**config.mk**
```make
export PLATFORM = sky130hd
export DESIGN_NAME = grid_rectangle_placement_table
export DESIGN_NICKNAME = d
export VERILOG_FILES = /design/src/rtl/core/grpt_pkg.sv /design/src/rtl/core/grpt_ram.sv /design/src/rtl/core/grid_rectangle_placement_table.sv
export SDC_FILE = /design/constraint.sdc
export NUM_CORES = 1
export LEC_CHECK = 0
export BUFFER_PORTS_ARGS = -buffer_cell sky130_fd_sc_hd__buf_4
export CORE_AREA = 2 2 246 248
export DETAILED_ROUTE_END_ITERATION = 7
export DIE_AREA = 0 0 248 250
export PLACE_DENSITY = 0.81
export SETUP_SLACK_MARGIN = 0.3
export SLEW_MARGIN = 20
export SYNTH_ARGS = -nofsm -noshare
export SYNTH_HDL_FRONTEND = slang
export SYNTH_HIERARCHICAL = 1
export SYNTH_SLANG_ARGS = --single-unit
```
**constraint.sdc**
```tcl
create_clock -name clk_i -period 6.59 [get_ports clk_i]
set_input_delay 1.318 -clock clk_i [delete_from_list [all_inputs] [get_ports clk_i]]
set_output_delay 1.318 -clock clk_i [all_outputs]
set_load 0.005 [all_outputs]
```
**src/rtl/core/grpt_pkg.sv**
```systemverilog
// shared types and constants of the rectangle placement table
`default_nettype none
package grpt_pkg;

  typedef enum logic [2:0] {
    REQ_ADD    = 3'd0,
    REQ_REMOVE = 3'd1,
    REQ_MOVE   = 3'd2,
    REQ_FIND   = 3'd3,
    REQ_FREE   = 3'd4
  } req_e;

  typedef enum logic [1:0] {
    ST_OK       = 2'd0,
    ST_REJECT   = 2'd1,
    ST_FULL     = 2'd2
  } status_e;

  localparam logic CFG_GRID_W = 1'b0;
  localparam logic CFG_GRID_H = 1'b1;

  typedef struct packed {
    logic [2:0]  req_type;
    logic [15:0] entry_id;
    logic [3:0]  pos_x;
    logic [3:0]  pos_y;
    logic [4:0]  size_x;
    logic [4:0]  size_y;
    logic        rotated;
  } req_t;

  typedef struct packed {
    logic [1:0]  status;
    logic [15:0] out_entry_id;
    logic [3:0]  out_pos_x;
    logic [3:0]  out_pos_y;
    logic [4:0]  out_size_x;
    logic [4:0]  out_size_y;
    logic        out_rotated;
  } rsp_t;

  // one table entry as stored in memory
  typedef struct packed {
    logic [15:0] id;
    logic [3:0]  x;
    logic [3:0]  y;
    logic [4:0]  w;
    logic [4:0]  h;
    logic        rot;
  } entry_t;

  localparam int unsigned EntryW = $bits(entry_t);

  typedef enum logic [2:0] {
    FSM_IDLE,
    FSM_LOOKUP,
    FSM_CHECK,
    FSM_NEXTPOS,
    FSM_DONE
  } fsm_e;

endpackage
`default_nettype wire

```
**src/rtl/core/grpt_ram.sv**
```systemverilog
// generic single-port ram with registered read
`default_nettype none
module grpt_ram #(
  parameter int unsigned Width = 8,
  parameter int unsigned Depth = 16
) (
  input  wire logic                     clk_i,
  input  wire logic                     we_i,
  input  wire logic [$clog2(Depth)-1:0] addr_i,
  input  wire logic [Width-1:0]         wdata_i,
  output logic      [Width-1:0]         rdata_o
);
  logic [Width-1:0] mem_q [Depth];

  always_ff @(posedge clk_i) begin
    if (we_i) begin
      mem_q[addr_i] <= wdata_i;
    end
    rdata_o <= mem_q[addr_i];
  end
endmodule
`default_nettype wire

```
**src/rtl/core/grid_rectangle_placement_table.sv**
```systemverilog
// remove and find take one lookup pass over the table; add and move (once its entry is found) a
// lookup pass and then a check pass; find free a lookup pass and one check pass per candidate
// position; each pass reads one table entry a cycle from a single-port memory, so the entry
// scan sets the rate; one request at a time; results appear for one cycle on done_o and cannot be stalled
// reset: no entry valid, id counter zero, grid 16 by 16; no clearing pass
`default_nettype none
module grid_rectangle_placement_table #(
  parameter int unsigned MaxEntries = 16,
  parameter int unsigned GridMax    = 16
) (
  input  wire logic            clk_i,
  input  wire logic            rst_ni,
  input  wire logic            start,
  output logic                 busy,
  input  wire grpt_pkg::req_t  req_i,
  output logic                 done_o,
  output grpt_pkg::rsp_t       rsp_o,
  input  wire logic            cfg_valid_i,
  output logic                 cfg_ready_o,
  input  wire logic            cfg_index_i,
  input  wire logic [4:0]      cfg_data_i
);
  import grpt_pkg::*;

  localparam int unsigned IdxW = (MaxEntries > 1) ? $clog2(MaxEntries) : 1;
  localparam int unsigned CntW = $clog2(MaxEntries + 1);
  localparam logic [4:0] GridMaxC = (GridMax >= 16) ? 5'd16 : 5'(GridMax);

  fsm_e state_q, state_d;
  req_t req_q;
  logic [4:0] gw_q, gh_q;
  logic [MaxEntries-1:0] valid_q;
  logic [15:0] next_id_q;
  logic [CntW-1:0] cnt_q, cnt_d;
  logic [IdxW-1:0] hit_q;         // slot found by lookup
  logic hit_ok_q;
  logic clash_q;
  logic [3:0] cx_q, cy_q;         // candidate position
  logic [4:0] fw_q, fh_q;         // candidate footprint
  logic [1:0] phase_q;            // 0 lookup, 1 check
  rsp_t rsp_q, rsp_d;
  logic done_q;
  entry_t entry_q;                // copy of the looked-up entry

  logic ram_we;
  logic [IdxW-1:0] ram_addr;
  entry_t ram_wdata, ram_rdata;

  grpt_ram #(.Width(EntryW), .Depth(1 << IdxW)) u_ram (
    .clk_i   (clk_i),
    .we_i    (ram_we),
    .addr_i  (ram_addr),
    .wdata_i (ram_wdata),
    .rdata_o (ram_rdata)
  );

  logic [4:0] egw, egh;
  assign egw = (gw_q > GridMaxC) ? GridMaxC : gw_q;
  assign egh = (gh_q > GridMaxC) ? GridMaxC : gh_q;

  // the entry read last cycle has index cnt_q - 1
  logic [IdxW-1:0] rd_idx;
  logic rd_live;
  assign rd_idx  = IdxW'(cnt_q - CntW'(1));
  assign rd_live = (cnt_q != '0) && valid_q[rd_idx];

  logic [4:0] ow, oh;
  logic [5:0] cx_end, cy_end, ox_end, oy_end;
  logic overlap;
  always_comb begin
    ow = ram_rdata.rot ? ram_rdata.h : ram_rdata.w;
    oh = ram_rdata.rot ? ram_rdata.w : ram_rdata.h;
    cx_end = {2'b0, cx_q} + {1'b0, fw_q};
    cy_end = {2'b0, cy_q} + {1'b0, fh_q};
    ox_end = {2'b0, ram_rdata.x} + {1'b0, ow};
    oy_end = {2'b0, ram_rdata.y} + {1'b0, oh};
    overlap = !((cx_end <= {2'b0, ram_rdata.x}) || (ox_end <= {2'b0, cx_q}) ||
                (cy_end <= {2'b0, ram_rdata.y}) || (oy_end <= {2'b0, cy_q}));
  end

  logic fits_grid;
  assign fits_grid = (fw_q != 5'd0) && (fh_q != 5'd0) &&
                     (cx_end <= {1'b0, egw}) && (cy_end <= {1'b0, egh});

  // footprint check before the check pass (fw/fh known after lookup)
  logic fits_grid_pre;
  assign fits_grid_pre = !(req_q.req_type == REQ_ADD || req_q.req_type == REQ_FREE ||
                           (req_q.req_type == REQ_MOVE && hit_ok_q)) || fits_grid;

  logic free_any;
  logic [IdxW-1:0] free_idx;
  always_comb begin
    free_any = 1'b0;
    free_idx = '0;
    for (int i = MaxEntries - 1; i >= 0; i--) begin
      if (!valid_q[i]) begin
        free_any = 1'b1;
        free_idx = IdxW'(i);
      end
    end
  end

  logic scan_end;
  assign scan_end = (cnt_q == CntW'(MaxEntries));
  logic clash_now;
  assign clash_now = clash_q ||
    (rd_live && overlap && !(req_q.req_type == REQ_MOVE && rd_idx == hit_q));

  // next candidate for the free search
  logic [5:0] nx_end, ny_end;
  assign nx_end = {2'b0, cx_q} + 6'd1 + {1'b0, fw_q};
  assign ny_end = {2'b0, cy_q} + 6'd1 + {1'b0, fh_q};

  always_comb begin
    state_d = state_q;
    cnt_d = cnt_q;
    case (state_q)
      FSM_IDLE: begin
        if (start) begin
          cnt_d = '0;
          state_d = FSM_LOOKUP;
        end
      end
      FSM_LOOKUP, FSM_CHECK: begin
        cnt_d = cnt_q + CntW'(1);
        if (scan_end) state_d = FSM_NEXTPOS;
      end
      FSM_NEXTPOS: begin
        cnt_d = '0;
        state_d = FSM_DONE;
        if (phase_q == 2'd0 && hit_ok_q &&
            (req_q.req_type == REQ_MOVE || req_q.req_type == REQ_FIND)) begin
          state_d = (req_q.req_type == REQ_FIND) ? FSM_DONE : FSM_CHECK;
        end else if (phase_q == 2'd0 && (req_q.req_type == REQ_ADD ||
                                         req_q.req_type == REQ_FREE)) begin
          state_d = FSM_CHECK;
        end else if (phase_q == 2'd1 && req_q.req_type == REQ_FREE && clash_q &&
                     fits_grid) begin
          state_d = FSM_CHECK;
        end
        if (phase_q == 2'd0 && !fits_grid_pre) state_d = FSM_DONE;
      end
      FSM_DONE: state_d = FSM_IDLE;
      default: state_d = FSM_IDLE;
    endcase
  end

  // result of the pass that ends in this cycle
  always_comb begin
    rsp_d = '0;
    rsp_d.status = ST_REJECT;
    case (req_q.req_type)
      REQ_REMOVE: if (hit_ok_q) rsp_d.status = ST_OK;
      REQ_FIND: begin
        if (hit_ok_q) begin
          rsp_d.status = ST_OK;
          rsp_d.out_entry_id = entry_q.id;
          rsp_d.out_pos_x = entry_q.x;
          rsp_d.out_pos_y = entry_q.y;
          rsp_d.out_size_x = entry_q.w;
          rsp_d.out_size_y = entry_q.h;
          rsp_d.out_rotated = entry_q.rot;
        end
      end
      REQ_MOVE: if (phase_q == 2'd1 && !clash_q && fits_grid) rsp_d.status = ST_OK;
      REQ_ADD: begin
        if (phase_q == 2'd1 && !clash_q && fits_grid) begin
          rsp_d.status = free_any ? ST_OK : ST_FULL;
          if (free_any) rsp_d.out_entry_id = next_id_q;
        end
      end
      REQ_FREE: begin
        if (phase_q == 2'd1 && !clash_q && fits_grid) begin
          rsp_d.status = ST_OK;
          rsp_d.out_pos_x = cx_q;
          rsp_d.out_pos_y = cy_q;
        end
      end
      default: ;
    endcase
  end

  always_comb begin
    ram_we = 1'b0;
    ram_addr = IdxW'(cnt_q);
    ram_wdata = ram_rdata;
    if (state_q == FSM_DONE && rsp_q.status == ST_OK) begin
      if (req_q.req_type == REQ_ADD) begin
        ram_we = 1'b1;
        ram_addr = free_idx;
        ram_wdata = '{id: next_id_q, x: req_q.pos_x, y: req_q.pos_y,
                      w: req_q.size_x, h: req_q.size_y, rot: req_q.rotated};
      end else if (req_q.req_type == REQ_MOVE) begin
        ram_we = 1'b1;
        ram_addr = hit_q;
        ram_wdata = entry_q;
        ram_wdata.x = req_q.pos_x;
        ram_wdata.y = req_q.pos_y;
        ram_wdata.rot = req_q.rotated;
      end
    end
    if (state_q == FSM_NEXTPOS || state_q == FSM_IDLE) ram_addr = hit_q;
  end

  always_ff @(posedge clk_i or negedge rst_ni) begin
    if (!rst_ni) begin
      state_q <= FSM_IDLE;
      gw_q <= 5'd16;
      gh_q <= 5'd16;
      valid_q <= '0;
      next_id_q <= '0;
      cnt_q <= '0;
      done_q <= 1'b0;
      phase_q <= 2'd0;
      hit_ok_q <= 1'b0;
      clash_q <= 1'b0;
    end else begin
      state_q <= state_d;
      cnt_q <= cnt_d;
      done_q <= 1'b0;
      if (cfg_valid_i && cfg_ready_o) begin
        if (cfg_index_i == CFG_GRID_W) gw_q <= cfg_data_i;
        else gh_q <= cfg_data_i;
      end
      case (state_q)
        FSM_IDLE: begin
          if (start) begin
            phase_q <= 2'd0;
            hit_ok_q <= 1'b0;
            clash_q <= 1'b0;
          end
        end
        FSM_LOOKUP: begin
          if (!hit_ok_q && rd_live && ram_rdata.id == req_q.entry_id) hit_ok_q <= 1'b1;
        end
        FSM_CHECK: begin
          if (cnt_q != '0) clash_q <= clash_now;
        end
        FSM_NEXTPOS: begin
          clash_q <= 1'b0;
          phase_q <= 2'd1;
        end
        FSM_DONE: begin
          done_q <= 1'b1;
          if (rsp_q.status == ST_OK) begin
            if (req_q.req_type == REQ_ADD) begin
              valid_q[free_idx] <= 1'b1;
              next_id_q <= next_id_q + 16'd1;
            end else if (req_q.req_type == REQ_REMOVE) begin
              valid_q[hit_q] <= 1'b0;
            end
          end
        end
        default: ;
      endcase
    end
  end

  // payload registers
  always_ff @(posedge clk_i) begin
    if (state_q == FSM_IDLE && start) begin
      req_q <= req_i;
      cx_q <= (req_i.req_type == REQ_FREE) ? 4'd0 : req_i.pos_x;
      cy_q <= (req_i.req_type == REQ_FREE) ? 4'd0 : req_i.pos_y;
      fw_q <= (req_i.rotated && req_i.req_type == REQ_ADD) ? req_i.size_y : req_i.size_x;
      fh_q <= (req_i.rotated && req_i.req_type == REQ_ADD) ? req_i.size_x : req_i.size_y;
    end
    if (state_q == FSM_LOOKUP && !hit_ok_q && rd_live &&
        ram_rdata.id == req_q.entry_id) begin
      hit_q <= rd_idx;
      entry_q <= ram_rdata;
      if (req_q.req_type == REQ_MOVE) begin
        fw_q <= req_q.rotated ? ram_rdata.h : ram_rdata.w;
        fh_q <= req_q.rotated ? ram_rdata.w : ram_rdata.h;
      end
    end
    if (state_q == FSM_NEXTPOS) begin
      rsp_q <= rsp_d;
      if (phase_q == 2'd1 && req_q.req_type == REQ_FREE && clash_q) begin
        if (nx_end <= {1'b0, egw}) begin
          cx_q <= cx_q + 4'd1;
        end else begin
          cx_q <= '0;
          cy_q <= cy_q + 4'd1;
          if (ny_end > {1'b0, egh}) fh_q <= 5'd0;  // out of rows, give up
        end
      end
    end
  end

  assign busy = (state_q != FSM_IDLE);
  assign cfg_ready_o = (state_q == FSM_IDLE);
  assign done_o = done_q;
  assign rsp_o = rsp_q;

  assert property (@(posedge clk_i) disable iff (!rst_ni) done_o |-> !busy)
    else $error("result while busy");
  assert property (@(posedge clk_i) disable iff (!rst_ni)
    (state_q == FSM_DONE) |=> done_o)
    else $error("done state without strobe");
  assert property (@(posedge clk_i) disable iff (!rst_ni)
    (start && !busy) |=> busy)
    else $error("accepted request did not start");
endmodule
`default_nettype wire
```
# After elaboration in Yosys (flattened, before gate mapping)
# Memories as Yosys holds them, arrays and structs flattened. A register that Yosys moved wholly into a read port is not among the register bits.
# Cells that the tools add are included.
# Widths: inputs -> output; s select.
dict set report totals {
  reg_bits 187
  word_cells 262
  ramBits 560
  n_memories 1
  output_inout_bits 40
  in_bits 48
}
dict set report op_classes {
  bitwise 4
  addsub 13
  order_cmp 15
  muxes 108
  reduce_logical 69
  n_eq_ne 17
}
# memory depth word_bits read_ports rd_ports_with_merged_regs wr line_no
set memory_table {}
lappend memory_table {u_ram.mem_q 16 35 1 1 1 grpt_ram.sv:13} ;# logic [Width-1:0] mem_q [Depth];
# cell count
set op_table {}
lappend op_table {{$mux 4} 30}
lappend op_table {{$mux 35} 3}
lappend op_table {{$mux 5} 19}
lappend op_table {{$mux 16} 3}
lappend op_table {{$mux 36} 1}
lappend op_table {{$pmux 16 s2} 1}
lappend op_table {{$mux 1} 30}
lappend op_table {{$logic_and 1x1->1} 28}
lappend op_table {{$add 4x5->6} 4}
lappend op_table {{$le 6x4->1} 4}
lappend op_table {{$mux 3} 7}
lappend op_table {{$le 6x5->1} 3}
lappend op_table {{$mux 18} 1}
lappend op_table {{$add 16x1->16 const B} 1}
lappend op_table {{$and 16x16->16} 1}
lappend op_table {{$eq 16x16->1} 1}
lappend op_table {{$not 16->16} 1}
lappend op_table {{$or 16x16->16} 1}
lappend op_table {{$pmux 8 s2} 1}
lappend op_table {{$lt 4x5->1 const B} 3}
lappend op_table {{$pmux 5 s3} 1}
lappend op_table {{$reduce_bool 5->1} 3}
lappend op_table {{$add 5x5->6} 2}
lappend op_table {{$eq 3x2->1 const B} 4}
lappend op_table {{other kinds (32)} 73}

# Logic depth before layout (Yosys ltp)
# Gate-level depths: netlist (run 1).
dict set report logic_depth {
  word_depth 22
  ltp_mapped 15
  mapped_depth_nobuf 15
}

# Cells and area by module
# Netlist (run 1), hierarchy kept.
# module n_inst seq_area_each_um2 area_per_inst_um2 cells_each
set by_module_without_submodules {}
lappend by_module_without_submodules {grpt_ram 1 17516.8 21719.6 915}
lappend by_module_without_submodules {grid_rectangle_placement_table 1 5137.4 10689.0 971}

# Least setup slack after synthesis (run 1)
# Ideal clock, no wire load.
dict set report synth_timing {
  kind {register -> register}
  start {reg state_q[1]}
  end {mem u_ram/mem_q[0][0] (netlist name), enable pin}
  stages_incl_launch_ff 9
  setup_ns 0.471
  path_slack_ns 1.203
  arrival_ns 4.916
  path_buffers 1
  path_cell_list {dfrtp_1 buf_2 nand2_1 or2_2 clkinv_1 nor2_1 a21oi_1 or3b_2 nor3_1}
}
# element line_no
set synth_rtl {}
lappend synth_rtl {{start, declared} grid_rectangle_placement_table.sv:29} ;# fsm_e state_q, state_d;
lappend synth_rtl {{start signal, assigned} grid_rectangle_placement_table.sv:218} ;# state_q <= state_d;
lappend synth_rtl {{$eq 3x3->1} grid_rectangle_placement_table.sv:187} ;# if (state_q == FSM_DONE && rsp_q.status == ST_OK) begin
lappend synth_rtl {{$logic_and 1x1->1} grid_rectangle_placement_table.sv:187}
lappend synth_rtl {{$mux 4} grid_rectangle_placement_table.sv:187}
lappend synth_rtl {{$mux 4 (*)} grid_rectangle_placement_table.sv:202} ;# if (state_q == FSM_NEXTPOS || state_q == FSM_IDLE) ram_addr = hit_q;
lappend synth_rtl {{net ram_addr[2]} grid_rectangle_placement_table.sv:46} ;# logic [IdxW-1:0] ram_addr;
lappend synth_rtl {{end, declared} grpt_ram.sv:13}
# The timed path passes the listed nets; every way through them passes the cells marked *.

# Final worst setup path (run 1)
dict set report layout_timing {
  start {reg state_q[2]}
  end {mem u_ram/mem_q[2][7] (netlist name), enable pin}
}
# The elaborated chain is that of the path after synthesis.

==> impl_metrics.py, run 1 <==
metrics = {
    "logic_synthesis": {
        "synth_enable_flop_cells": 674,
        "yosysTopAreaCellShare_pct": 62.5,
        "synth-main-ff-cell": "sky130_fd_sc_hd__edfxtp_1",
        "synth_fa_ha_area_share_pct": 2.69,
        "netlist_instances": 1886,
        "synthesis.nets": 2000,
        "muxShareOfSynthArea_pct": 12.6,
        "synth.ff_latch_count": 781,
        "ys_types": 79,
        "main_combinational_cell_family_by_area_after_synthesis": "multiplexers",
        "synth_warnings": 6,
        "post_synth.cell_area_avg_um2": 17.2,
        "ys_top_cells_by_area": "sky130_fd_sc_hd__edfxtp_1 (62%), sky130_fd_sc_hd__mux4_2 (9.9%), sky130_fd_sc_hd__dfrtp_1 (4.0%)",
        "synth.cell_area_um2": 32400,
        "ys_seq_area_share_pct": 69.9,
        "synth_largest_area_cell": "sky130_fd_sc_hd__edfxtp_1",
        "synth_xor_xnor_area_share_pct": 1.57,
        "synth-simple-area-share_pct": 5.14,
        "synth_compound_area_share_pct": 5.88,
        "async_reset_ff_share_pct": 6.91,
    },
    "clock_network": {
        "tritoncts": "yes",
        "clk_transition_reported_paths_ns": 0.06,
        "worstSkewPairLatency_ns": 0.63,
        "post_cts_resize_count": 0,
        "ctsRootBufferMaster": "sky130_fd_sc_hd__clkbuf_16",
        "cts_buffer_count": 74,
        "cts.hold.buffers_added": 0,
        "post_cts.repair.setup_buffers": 0,
        "cts.sinks": 781,
        "cts.htree.levels": 3,
        "clock_path_buffers": 3,
    },
    "layout": {
        "area_growth_syn_to_layout_pct": 12.9,
        "drive_above_1_share_pct": 23.6,
        "nets_finish": 2121,
        "num_antenna_cells": 0,
        "stdcell_area_um2": 36600,
    },
    "timing": {
        "setup-violations-final": 0,
        "final.hold.worst_slack_ns": 0.478,
        "timing_hold_violations_final": 0,
        "setup-tns-final_ns": 0,
        "report.final.slew_viol_count": 0,
        "timing.final.crit_share_pct": 80.3,
        "relSlewSlack_pct": 25.8,
        "worstMarginPinSlew_ns": 1.11,
        "rsz_0062_raised_after_global_routing": "false",
        "final.setup.worst_slack_ns": 1.30,
        "finalClockSkew_ns": 0.0300,
        "timing.fmax_mhz": 189,
        "finalCriticalPeriod_ns": 5.29,
    },
    "run_status": {
        "status": "finished, final reports clean",
    },
    "power": {
        "switching_power_mw": 6.34,
        "power_report.internal_total_mw": 11.7,
        "power_frac_clock_pct": 23.3,
        "p_sw_share_pct": 35.2,
        "power.combinational.fraction_pct": 39.5,
        "maximum_vdd_drop_uv": 560,
        "pwr_density_cell_nw_per_um2": 492,
        "totalPowerFinal_mw": 18.0,
        "power_leakage_nw": 12.6,
        "seqPwrFrac_pct": 37.2,
    },
    "grt": {
        "first_global_vias": 18600,
        "grt_pass1_wl_um": 117000,
        "grt_usage_pct": 25.5,
        "grt_max_degree": 89,
        "global_route.overflow_total": 0,
        "antenna_found_initial": 1,
    },
    "worst_setup_path": {
        "critical_path.slowest_cell": "sky130_fd_sc_hd__or3b_2",
        "path_delay_family": "simple AND/OR/NAND/NOR gates",
        "path_cells": "or3b_4 > or3_1 > nor3_4 > buf_4 > a21oi_1 > nor2_1 > a21oi_1 > or3b_2 > nor2_4 > buf_4",
        "startpoint_type": "flip-flop",
        "cp-end-kind": "flip-flop",
        "worst_r2r_startpoint": "state_q[2]$_DFFE_PN0P_",
        "crit_type": "reg -> reg",
        "cp.arrival_ns": 5.56,
        "max_stage_delay_ns": 0.67,
        "data_required_time_at_the_worst_endpoint_ns": 6.85,
        "critical_path_buf_inv_count": 2,
        "ff2ff_setup_slack_ns": 1.30,
        "critPathMaxFanout": 34,
        "critical_path.reg2reg.endpoint": "u_ram/mem_q[2][7]$_DFFE_PP_",
        "r2r.worst_path.cells": 10,
    },
    "drt": {
        "postRouteWirelength_um": 78100,
        "first_pass_iters": 6,
        "wl_per_cell_um": 27.4,
        "ant_nets": 0,
        "dr.first_iter.drc_count": 2197,
        "num_vias": 18300,
        "detail_route.drc_violations": 0,
        "detail_route.vias_per_cell": 6.44,
    },
    "place": {
        "port_buffers": 87,
        "detailedPlacementHpwl_um": 47300,
        "preCtsSetupSlack_ns": 1.52,
        "finalWeightedCongestion": 0.904,
        "detailed_place.area_um2": 34100,
    },
    "floorplan": {
        "row_count": 90,
        "initial_core_utilization_pct": 54.4,
        "die-height_um": 250,
        "die_width_um": 248,
        "fp.coreArea_um2": 59600,
        "die-area_um2": 62000,
        "io_pins": 88,
    },
    "hold_path": {
        "min_path_type": "reg -> reg",
        "hp-start": "u_ram/rdata_o[17]$_DFF_P_",
        "timing.hold.worst_path_depth": 0,
        "worst_hold_endpoint": "entry_q[17]$_DFFE_PP_",
    },
    "job": {
        "maxCapViolCount": 0,
    },
}
[sequential cells by signal, summed over array words and instances, names as in the netlist, 4 cells and up]
register and flops:
u_ram/mem_q 560, req_q 38, rsp_o 37, entry_q 35
u_ram/rdata_o 35, next_id_q 16, valid_q 16, cnt_q 5
fh_q 5, fw_q 5, gh_q 5, gw_q 5
cx_q 4, cy_q 4, hit_q 4
[Yosys cell counts, drive strengths merged (27+ instances only)]
library cell and count:
mux2 27, nor2 94, a21oi 62, dfrtp 52
buf 53, clkbuf 40, o21ai 68, a22oi 70
dfxtp 53, ha 60, nand2 101, xnor2 35
mux4 145, inv 51, mux2i 51, edfxtp 674
[metal layers]
layer,global-route usage (%),wire [um]
met4,9.39,2470
met2,41.5,39100
met5,0,9
met3,4.06,7170
met1,34.8,29300
[stage by stage]
step,instances,utilization [%]
global route,2848,61.4
global placement,2709,57.2
floorplan,1886,-
finish,2848,61.4
CTS,2847,61.3
detailed placement,2712,57.3
[power by group through the flow]
stage / combinational (mW) / clock [mW] / sequential [mW]
after floorplan: 5.11 / 0 / 6.54
after global routing: 7.69 / 4.43 / 6.72
after detailed placement: 6.92 / 0 / 6.78
after CTS: 7.04 / 4.25 / 6.68
after global placement: 6.51 / 0 / 6.77
final: 7.11 / 4.20 / 6.69
[cells by family (layout without fill, tap and decap cells)]
group	Yosys count	in the layout
DFF	781	781
and+or+nand+nor	331	331
AOI/OAI and AO/OA	284	284
muxes	223	223
buffers and inverters	146	326
adders and majority gates	66	66
xor gates and xnor gates	55	55
[area by class of cell]
class / count / area, um2
Clock inverter: 36 / 320
Inverter: 53 / 199
Tap cell: 782 / 978
Sequential cell: 781 / 22700
Multi-Input combinational cell: 959 / 9270
Timing Repair Buffer: 138 / 1100
Fill cell: 3981 / 23000
Clock buffer: 99 / 2060
[worst max-delay path by stage]
stage,slack [ns],start,end,cells past startpoint
finish,1.30,state_q[2]$_DFFE_PN0P_,u_ram/mem_q[2][7]$_DFFE_PP_,10
global route,1.09,state_q[2]$_DFFE_PN0P_,u_ram/mem_q[2][4]$_DFFE_PP_,10
CTS,1.41,state_q[2]$_DFFE_PN0P_,u_ram/mem_q[2][7]$_DFFE_PP_,10
detailed placement,1.52,state_q[2]$_DFFE_PN0P_,u_ram/mem_q[2][14]$_DFFE_PP_,10
global placement,1.69,state_q[2]$_DFFE_PN0P_,u_ram/mem_q[2][14]$_DFFE_PP_,10
floorplan,1.20,state_q[1]$_DFFE_PN0P_,u_ram/mem_q[0][0]$_DFFE_PP_,8
[placed cells by master, fill, tap and decap left out, types with 13 or more instances in the layout]
cell and instances:
sky130_fd_sc_hd__dfxtp_1 53, sky130_fd_sc_hd__a21oi_1 43, sky130_fd_sc_hd__dfrtp_1 52, sky130_fd_sc_hd__mux2i_1 51
sky130_fd_sc_hd__mux2_2 27, sky130_fd_sc_hd__buf_4 133, sky130_fd_sc_hd__clkbuf_1 17, sky130_fd_sc_hd__clkinv_2 14
sky130_fd_sc_hd__nand2b_1 14, sky130_fd_sc_hd__nand4_1 17, sky130_fd_sc_hd__clkbuf_16 77, sky130_fd_sc_hd__mux4_2 142
sky130_fd_sc_hd__nand2_1 101, sky130_fd_sc_hd__a22oi_1 70, sky130_fd_sc_hd__nor2_1 81, sky130_fd_sc_hd__and2_1 14
sky130_fd_sc_hd__a22o_1 16, sky130_fd_sc_hd__nor2_4 13, sky130_fd_sc_hd__nand3_1 20, sky130_fd_sc_hd__edfxtp_1 674
sky130_fd_sc_hd__ha_1 60, sky130_fd_sc_hd__xor2_1 19, sky130_fd_sc_hd__nor2b_1 15, sky130_fd_sc_hd__a21oi_2 17
sky130_fd_sc_hd__o21ai_0 60, sky130_fd_sc_hd__xnor2_1 34, sky130_fd_sc_hd__inv_1 51
Power figures use the tool's default switching activity.
==> run 2: changes to the inputs <==
- clock period: 6.59 -> 5.2 ns (I/O delays scaled with it)
==> run 2 against run 1 <==
Wire length is 0.15% higher. Flip-flop and latch count stayed put. Core utilization is 0.16 points higher. Via count hardly changed. Register-to-register slack worse by 0.64 ns. Total power is 28% higher. Worst hold slack worse by 0.0022 ns. Combinational power is 31% higher. Non-clock buffer count is 8 higher. Clock skew is 0.0026 ns higher.
==> impl_metrics.py, run 2 (synthesis results as in run 1) <==
metrics = {
    "run_status": {
        "status": "finished, final reports clean",
    },
    "timing": {
        "setup-violations-final": 0,
        "worstMarginPinSlew_ns": 1.08,
        "finalClockSkew_ns": 0.0326,
        "setup-tns-final_ns": 0,
        "relSlewSlack_pct": 27.8,
        "timing.final.crit_share_pct": 87.4,
        "timing_hold_violations_final": 0,
        "rsz_0062_raised_after_global_routing": "false",
        "timing.fmax_mhz": 220,
        "finalCriticalPeriod_ns": 4.54,
        "report.final.slew_viol_count": 0,
    },
    "worst_setup_path": {
        "cp-end-kind": "flip-flop",
        "crit_type": "reg -> reg",
        "critPathMaxFanout": 21,
        "critical_path.reg2reg.endpoint": "u_ram/mem_q[13][30]$_DFFE_PP_",
        "startpoint_type": "flip-flop",
        "path_cells": "or3b_4 > or3_1 > nor3_4 > o32ai_1 > a21oi_4 > nand2b_1 > nor2_4 > buf_12",
        "critical_path.slowest_cell": "sky130_fd_sc_hd__a21oi_4",
        "data_required_time_at_the_worst_endpoint_ns": 5.52,
        "cp.arrival_ns": 4.86,
        "ff2ff_setup_slack_ns": 0.66,
        "r2r.worst_path.cells": 8,
        "max_stage_delay_ns": 0.85,
        "worst_r2r_startpoint": "state_q[2]$_DFFE_PN0P_",
    },
    "power": {
        "pwr_density_cell_nw_per_um2": 630,
        "power_leakage_nw": 12.7,
        "maximum_vdd_drop_uv": 508,
    },
    "hold_path": {
        "timing.hold.worst_path_depth": 0,
        "min_path_type": "reg -> reg",
        "hp-start": "u_ram/rdata_o[16]$_DFF_P_",
        "worst_hold_endpoint": "entry_q[16]$_DFFE_PP_",
    },
    "clock_network": {
        "cts.hold.buffers_added": 0,
        "worstSkewPairLatency_ns": 0.62,
        "post_cts.repair.setup_buffers": 0,
        "clk_transition_reported_paths_ns": 0.07,
        "cts.sinks": 781,
        "tritoncts": "yes",
        "cts_buffer_count": 72,
        "clock_path_buffers": 3,
        "cts.htree.levels": 3,
        "ctsRootBufferMaster": "sky130_fd_sc_hd__clkbuf_16",
        "post_cts_resize_count": 0,
    },
    "drt": {
        "postRouteWirelength_um": 78200,
        "first_pass_iters": 5,
        "wl_per_cell_um": 27.4,
        "num_vias": 18300,
        "detail_route.vias_per_cell": 6.42,
        "dr.first_iter.drc_count": 2147,
        "ant_nets": 0,
        "detail_route.drc_violations": 0,
    },
    "grt": {
        "global_route.overflow_total": 0,
        "grt_pass1_wl_um": 115000,
        "first_global_vias": 18300,
        "antenna_found_initial": 0,
        "grt_usage_pct": 25.1,
        "grt_max_degree": 109,
    },
    "layout": {
        "leading_cell_type_in_the_layout_fill_and_taps_excluded": "sky130_fd_sc_hd__edfxtp_1",
        "stdcell_area_um2": 36700,
        "mostFrequentLayoutCells": "sky130_fd_sc_hd__edfxtp_1 (674), sky130_fd_sc_hd__mux4_2 (142), sky130_fd_sc_hd__buf_4 (136)",
        "nets_finish": 2127,
        "regMostFlops": "u_ram/mem_q",
        "drive_above_1_share_pct": 23.5,
        "num_antenna_cells": 0,
        "area_growth_syn_to_layout_pct": 13.2,
        "largest_register_ffs": 560,
    },
    "place": {
        "detailed_place.area_um2": 34200,
        "port_buffers": 87,
        "finalWeightedCongestion": 0.897,
        "detailedPlacementHpwl_um": 47400,
    },
    "floorplan": {
        "die-area_um2": 62000,
        "die_width_um": 248,
        "fp.coreArea_um2": 59600,
        "die-height_um": 250,
        "row_count": 90,
        "io_pins": 88,
        "initial_core_utilization_pct": 54.4,
    },
    "job": {
        "maxCapViolCount": 0,
    },
}
==> run 2: how the worst max path moves through the flow <==
stage / start / end / depth (start not counted)
floorplan: state_q[0]$_DFFE_PN0P_ / u_ram/mem_q[12][0]$_DFFE_PP_ / 12
CTS: state_q[2]$_DFFE_PN0P_ / u_ram/mem_q[13][30]$_DFFE_PP_ / 8
global placement: state_q[2]$_DFFE_PN0P_ / u_ram/mem_q[13][28]$_DFFE_PP_ / 8
global route: state_q[2]$_DFFE_PN0P_ / u_ram/mem_q[13][26]$_DFFE_PP_ / 8
detailed placement: state_q[2]$_DFFE_PN0P_ / u_ram/mem_q[13][28]$_DFFE_PP_ / 8
finish: state_q[2]$_DFFE_PN0P_ / u_ram/mem_q[13][30]$_DFFE_PP_ / 8
==> run 2: cell type report <==
cell class,instances,area [um2]
fill,3914,22900
sequential,781,22700
multi-input combinational,959,9280
clock buffer,95,2000
timing repair buffer,146,1200
tap,782,978
clock inverter,37,363
inverter,53,199
==> run 2: layer usage <==
metal | GRT usage (%) | wire length [um] | up-vias
li1 | - | - | 7705
met1 | 34.8 | 29700 | 9388
met2 | 40.5 | 38700 | 1069
met3 | 3.97 | 7280 | 168
met4 | 9.00 | 2490 | 0
met5 | 0 | 0 | -
==> run 2: power breakdown <==
group	leakage [nW]	switching (mW)	total (mW)	internal, mW
combinational	4.26	5.47	9.34	3.87
sequential	7.26	0.521	8.43	7.91
clock	1.14	2.26	5.33	3.07
==> run 2: stage by stage <==
| stage | power, mW | setup WS, ns | cells | utilization [%] | hold slack [ns] |
|---|---|---|---|---|---|
| CTS | 22.9 | 0.633 | 2849 | 61.4 | 0.476 |
| global placement | 17.1 | 0.979 | 2715 | 57.3 | 0.460 |
| detailed placement | 17.5 | 0.733 | 2717 | 57.4 | 0.469 |
| finish | 23.1 | 0.657 | 2853 | 61.6 | 0.476 |
| floorplan | 14.8 | -0.164 | 1886 | - | 0.437 |
| global route | 24.1 | 0.418 | 2853 | 61.6 | 0.491 |
==> run 2: worst max-delay path, delay by kind of cell, from the launching register on <==
family                 cells  cell delay [ns]
buffers and inverters      1             0.25
AOI/OAI and AO/OA          2             1.03
DFF                        1             0.54
and+or+nand+nor            5             2.38
